==> src/rtl/hsn_pkg.sv <==
// Shared constants, types and helpers for the heightmap normal unit.
// No dependencies.
package hsn_pkg;

   localparam int MAX_WIDTH = 1024;
   localparam int ADDR_W    = $clog2(MAX_WIDTH);
   localparam int WCNT_W    = $clog2(MAX_WIDTH + 1);
   localparam int CFG_W     = 11;
   localparam int WW        = (WCNT_W > CFG_W) ? WCNT_W : CFG_W;
   localparam int H_W       = 16;
   localparam int SUM_W     = 18;
   localparam int D_W       = 19;
   localparam int COL_W     = 10;

   typedef logic signed [H_W-1:0] height_type;
   typedef logic signed [D_W-1:0] slope_type;

   typedef struct packed {
      logic [15:0] nx;
      logic [14:0] ny;
      logic [15:0] nz;
   } nrm_result_type;

   function automatic logic signed [SUM_W-1:0] sum3(height_type a, height_type b,
                                                    height_type c);
      logic signed [SUM_W-1:0] r;
      r = SUM_W'(a) + (SUM_W'(b) <<< 1) + SUM_W'(c);
      return r;
   endfunction

endpackage

==> src/rtl/hsn_normaliser.sv <==
// Serial normaliser: squares, long division and digit-by-digit root per component.
// Depends on hsn_pkg.
module hsn_normaliser (
   input  logic                   clock,
   input  logic                   reset,
   input  logic                   start,
   input  hsn_pkg::slope_type     dx,
   input  hsn_pkg::slope_type     dz,
   output logic                   done,
   output hsn_pkg::nrm_result_type result
);

   typedef enum logic [6:0] {
      N_IDLE = 7'b0000001,
      N_MULX = 7'b0000010,
      N_MULZ = 7'b0000100,
      N_LOAD = 7'b0001000,
      N_DIV  = 7'b0010000,
      N_ROOT = 7'b0100000,
      N_FIN  = 7'b1000000
   } nstate_type;

   nstate_type  state_ff, state_in;
   logic [4:0]  cnt_ff, cnt_in;
   logic [1:0]  comp_ff, comp_in;
   logic        negx_ff, negz_ff;
   logic [17:0] ax_ff, az_ff;
   logic [35:0] sqx_ff, sqz_ff;
   logic [37:0] s_ff;
   logic [37:0] rem_ff;
   logic [31:0] quo_ff;
   logic [31:0] op_ff, res_ff, one_ff;
   hsn_pkg::nrm_result_type res_out_ff;
   logic        done_ff;

   logic [38:0] r2;
   logic        ge;
   logic [31:0] t;
   logic [16:0] m;
   logic [14:0] mag;

   always_comb begin
      r2  = {rem_ff, 1'b0};
      ge  = r2 >= {1'b0, s_ff};
      t   = res_ff + one_ff;
      m   = ({1'b0, res_ff[15:0]} + 17'd1) >> 1;
      mag = (m > 17'd32767) ? 15'h7FFF : m[14:0];
   end

   always_comb begin
      state_in = state_ff;
      cnt_in   = cnt_ff;
      comp_in  = comp_ff;
      unique case (state_ff)
         N_IDLE: if (start) state_in = N_MULX;
         N_MULX: state_in = N_MULZ;
         N_MULZ: begin
            state_in = N_LOAD;
            comp_in  = 2'd0;
         end
         N_LOAD: begin
            state_in = N_DIV;
            cnt_in   = 5'd0;
         end
         N_DIV: begin
            cnt_in = cnt_ff + 5'd1;
            if (cnt_ff == 5'd31) begin
               state_in = N_ROOT;
               cnt_in   = 5'd0;
            end
         end
         N_ROOT: begin
            cnt_in = cnt_ff + 5'd1;
            if (cnt_ff == 5'd16) state_in = N_FIN;
         end
         N_FIN: begin
            if (comp_ff == 2'd2) begin
               state_in = N_IDLE;
            end else begin
               comp_in  = comp_ff + 2'd1;
               state_in = N_LOAD;
            end
         end
         default: state_in = N_IDLE;
      endcase
   end

   always_ff @(posedge clock) begin
      if (reset) begin
         state_ff <= N_IDLE;
         cnt_ff   <= '0;
         comp_ff  <= '0;
         done_ff  <= 1'b0;
      end else begin
         state_ff <= state_in;
         cnt_ff   <= cnt_in;
         comp_ff  <= comp_in;
         done_ff  <= (state_ff == N_FIN) && (comp_ff == 2'd2);
      end
   end

   always_ff @(posedge clock) begin
      unique case (state_ff)
         N_IDLE: begin
            if (start) begin
               negx_ff <= dx > 0;
               negz_ff <= dz > 0;
               ax_ff   <= dx[hsn_pkg::D_W-1] ? 18'(-dx) : dx[17:0];
               az_ff   <= dz[hsn_pkg::D_W-1] ? 18'(-dz) : dz[17:0];
            end
         end
         N_MULX: sqx_ff <= ax_ff * ax_ff;
         N_MULZ: begin
            sqz_ff <= az_ff * az_ff;
            s_ff   <= 38'(sqx_ff) + 38'(az_ff * az_ff) + 38'd65536;
         end
         N_LOAD: begin
            unique case (comp_ff)
               2'd0:    rem_ff <= 38'(sqx_ff);
               2'd1:    rem_ff <= 38'd65536;
               default: rem_ff <= 38'(sqz_ff);
            endcase
            quo_ff <= '0;
         end
         N_DIV: begin
            rem_ff <= ge ? 38'(r2 - {1'b0, s_ff}) : r2[37:0];
            quo_ff <= {quo_ff[30:0], ge};
            if (cnt_ff == 5'd31) begin
               op_ff  <= {quo_ff[30:0], ge};
               res_ff <= '0;
               one_ff <= 32'h4000_0000;
            end
         end
         N_ROOT: begin
            if (cnt_ff != 5'd16) begin
               if (op_ff >= t) begin
                  op_ff  <= op_ff - t;
                  res_ff <= (res_ff >> 1) + one_ff;
               end else begin
                  res_ff <= res_ff >> 1;
               end
               one_ff <= one_ff >> 2;
            end
         end
         N_FIN: begin
            unique case (comp_ff)
               2'd0:    res_out_ff.nx <= negx_ff ? 16'(17'h10000 - 17'(mag)) : 16'(mag);
               2'd1:    res_out_ff.ny <= mag;
               default: res_out_ff.nz <= negz_ff ? 16'(17'h10000 - 17'(mag)) : 16'(mag);
            endcase
         end
         default: ;
      endcase
   end

   assign done   = done_ff;
   assign result = res_out_ff;

endmodule

==> config.mk <==
export PLATFORM = sky130hd
export DESIGN_NAME = hsn_normaliser
export DESIGN_NICKNAME = d
export VERILOG_FILES = /design/src/rtl/hsn_pkg.sv /design/src/rtl/hsn_normaliser.sv
export SDC_FILE = /design/constraint.sdc
export NUM_CORES = 2
export LEC_CHECK = 0
export BUFFER_PORTS_ARGS = -buffer_cell sky130_fd_sc_hd__buf_2
export CAP_MARGIN = 20
export CELL_PAD_IN_SITES_DETAIL_PLACEMENT = 0
export CELL_PAD_IN_SITES_GLOBAL_PLACEMENT = 2
export CORE_UTILIZATION = 39
export CTS_CLUSTER_DIAMETER = 40
export DETAILED_ROUTE_END_ITERATION = 12
export HOLD_SLACK_MARGIN = 0.03
export PLACE_DENSITY_LB_ADDON = 0.1
export SYNTH_ARGS = -nofsm -noshare
export SYNTH_HDL_FRONTEND = slang
export SYNTH_SLANG_ARGS = --single-unit
==> constraint.sdc <==
create_clock -name clock -period 7.13 [get_ports clock]
set_input_delay 0.713 -clock clock [delete_from_list [all_inputs] [get_ports clock]]
set_output_delay 0.713 -clock clock [all_outputs]
set_load 0.1 [all_outputs]
==> results.py <==
metrics = {
    "cts": {
        "clock_sink_count": 357,
        "numCtsBuffers": 85,
        "cts_tree": "built",
        "htree_num_levels": 3,
        "clk_path_buf_depth": 3,
        "clk_pin_slew_ps": 50,
        "worstSkewPairLatency_ps": 680,
        "cts_root_buffer": "clkbuf_16",
    },
    "routing": {
        "num_vias": 31080,
        "drc": 0,
        "routed_wl_mm": 118.4,
        "wl_per_cell_um": 18.76,
        "drt_iter0_markers": 1210,
        "vias_per_cell": 4.926,
        "first_pass_iters": 5,
        "antenna_left": 0,
    },
    "critical_path": {
        "path_cells": "buf_4 -> buf_4 -> and2_1 -> ha_1 -> or2_2 -> fa_1 -> inv_1 -> fa_1 -> fa_1 -> fa_1 -> fa_1 -> inv_1 -> ha_1 -> ha_1 -> and3_1 -> buf_4 -> a41oi_1 -> a21oi_1 -> buf_4 -> o311a_1 -> o21a_1 -> o21a_1 -> o311ai_1",
        "r2r_cells": 23,
        "arrival_ps": 7300,
        "cp-end-kind": "flop",
        "cp_num_buf_inv": 6,
        "path_depth": 23,
        "required_ps": 7610,
        "path_delay_family": "adder cells",
        "critPathKind": "flop to flop",
        "path_common_cell": "fa_1",
        "cp_slowest_cell": "fa_1",
        "slowest_delay_ps": 530,
        "cp_max_fo": 9,
        "critical_path.startpoint_type": "flop",
    },
    "sta": {
        "worstMarginPinSlew_ps": 998.4,
        "slew_viol_final": 0,
        "clock_skew_ps": 42.48,
        "finalHoldViolCount": 0,
        "rsz0062_at_grt": "yes",
        "setup_violations": 0,
        "finalCritPeriodShare": 0.9575,
        "post-route-min-period_ps": 6827,
        "timing.fmax_mhz": 146.5,
        "relSlewSlack": 0.3344,
    },
    "final_layout": {
        "layout-drive-gt1-share": 0.1052,
        "final_area_um2": 50060,
        "area_delta_synth_final_pct": 15.04,
        "fill_cells": 10898,
        "fin_nets": 5770,
    },
    "run_status": {
        "outcome": "complete, no violations",
    },
    "synth": {
        "synth_edf_count": 342,
        "synth_cell_types": 82,
        "synthCells": 4504,
        "synthTopCellsByArea": "fa_1 (25%), edfxtp_1 (24%), ha_1 (13%), inv_1 (7.7%), xnor2_1 (3.6%)",
        "synth.cell_area_um2": 43520,
        "async_reset_ff_frac": 0,
        "ys_seq_elements": 357,
        "syn_avg_cell_area_um2": 9.662,
        "synthFlopType": "edfxtp_1",
        "yosysSeqAreaShare": 0.2429,
        "synth_top_area_frac": 0.2457,
        "yosysWarnings": 0,
        "yosysMostFrequentCell": "inv_1",
        "synth_top_cell_by_area": "fa_1",
        "syn_nets": 5526,
        "synth_common_cells": "inv_1 (895), fa_1 (534), ha_1 (447)",
    },
    "floorplan": {
        "rows": 122,
        "die_width_um": 336.0,
        "design.core.area_um2": 110700,
        "dieArea_um2": 112900,
        "die_y_um": 336.0,
        "start_util": 0.3932,
        "ios": 89,
    },
    "grt": {
        "grt_start_max_net_pins": 70,
        "grt_pass1_vias": 33632,
        "grt_use_total": 0.2163,
        "grt_overflow_total": 0,
        "antenna_found_initial": 1,
        "grt_pass1_wl_mm": 188.1,
    },
    "placement": {
        "place_hpwl_mm": 98.15,
        "gp_congestion": 0.8607,
        "port_buffers": 88,
        "place_area_um2": 46850,
    },
    "hold_path": {
        "min_delay_path_depth": 1,
        "hold_path_class": "primary input to flop",
    },
    "job": {
        "cap_violations": 0,
    },
}
-- per-layer routing --
layer  part of all wire  track usage  vias up
li1                   -            -    15316
met1               0.45       0.2772    15164
met2               0.49       0.3752      419
met3              0.034      0.03022      181
met4              0.030      0.06840        0
met5                  0            0        -
-- layout by cell type (no fill, tap or decap), types with 36 or more instances in the layout --
| cell | instances |
|---|---|
| nand2_1 | 407 |
| buf_4 | 192 |
| a31oi_1 | 38 |
| edfxtp_1 | 342 |
| o21ai_0 | 170 |
| inv_1 | 893 |
| xnor2_1 | 178 |
| buf_2 | 88 |
| and2_1 | 191 |
| a21oi_1 | 205 |
| a211oi_1 | 40 |
| nor2_1 | 196 |
| nand3_1 | 41 |
| ha_1 | 445 |
| nand4_1 | 36 |
| xor2_1 | 111 |
| a221oi_1 | 36 |
| fa_1 | 533 |
| a21o_1 | 74 |
| clkbuf_16 | 85 |
-- kinds of logic after synthesis --
family                     count (synthesis)  synth area share
and+or+nand+nor                         1080            0.1205
buffers and inverters                   1027           0.08934
other                                      1        0.00008618
AOI/OAI and AO/OA                        753            0.1110
adders and majority gates                981            0.3742
DFF                                      357            0.2429
muxes                                     16          0.003853
xor gates and xnor gates                 289           0.05817
-- state kept, by name, summed over array words and instances (netlist names) --
register and cells:
negx_ff 1, res_ff 32, one_ff 16, state_ff 7, done 1, quo_ff 31
cnt_ff 5, result 47, sqz_ff 35, az_ff 18, comp_ff 2, rem_ff 38
s_ff 38, ax_ff 18, op_ff 32, negz_ff 1, sqx_ff 35
-- stage by stage --
step	cells	util	setup TNS, ps	worst slack [ps]	hold slack (ps)
2_1_floorplan	4504	-	0	349.0	465.1
6_report	6309	0.4524	0	302.9	285.4
3_5_place_dp	6142	0.4233	0	60.87	493.9
4_1_cts	6301	0.4513	0	59.21	240.9
5_1_grt	6308	0.4523	-11.70	-11.70	257.0
3_3_place_gp	6142	0.4233	0	143.5	487.7
-- worst register-to-register path, cell delays in order, from the launching register on --
cell and delay (ps):
edfxtp_1 470, buf_4 210, buf_4 170, and2_1 180, ha_1 180, or2_2 340, fa_1 490, inv_1 70
fa_1 400, fa_1 530, fa_1 510, fa_1 500, inv_1 50, ha_1 270, ha_1 360, and3_1 240
buf_4 150, a41oi_1 250, a21oi_1 130, buf_4 180, o311a_1 350, o21a_1 180, o21a_1 200, o311ai_1 280
-- area by class of cell --
| class | count | area [um^2] | area share |
|---|---|---|---|
| clock buffers | 89 | 2142 | 0.04279 |
| well taps | 1488 | 1862 | 0.03719 |
| multi-input cells | 3120 | 29160 | 0.5824 |
| diodes | 1 | 2.502 | 0.00004999 |
| inverters | 897 | 3371 | 0.06733 |
| repair buffers | 287 | 2004 | 0.04004 |
| flip-flops and latches | 357 | 10570 | 0.2111 |
| clock inverters | 70 | 953.4 | 0.01904 |
-- path summary, 6_finish.rpt --
| path | start | endpoint | slack, ps |
|---|---|---|---|
| hold / removal | dz[0] | az_ff[0] | 290 |
| setup / recovery | az_ff[3] | s_ff[37] | 300 |
| hold reg to reg | cnt_ff[4] | cnt_ff[4] | 490 |
| setup reg to reg | az_ff[3] | s_ff[37] | 300 |
-- timing repair --
action,CTS,global route
hold buffers,0,0
endpoints found under the setup margin,0,11
gates resized for setup,0,18
setup buffers,0,7
Power is not shown: default switching activity piles up to over one toggle a cycle in this logic, so the estimate is an artifact.
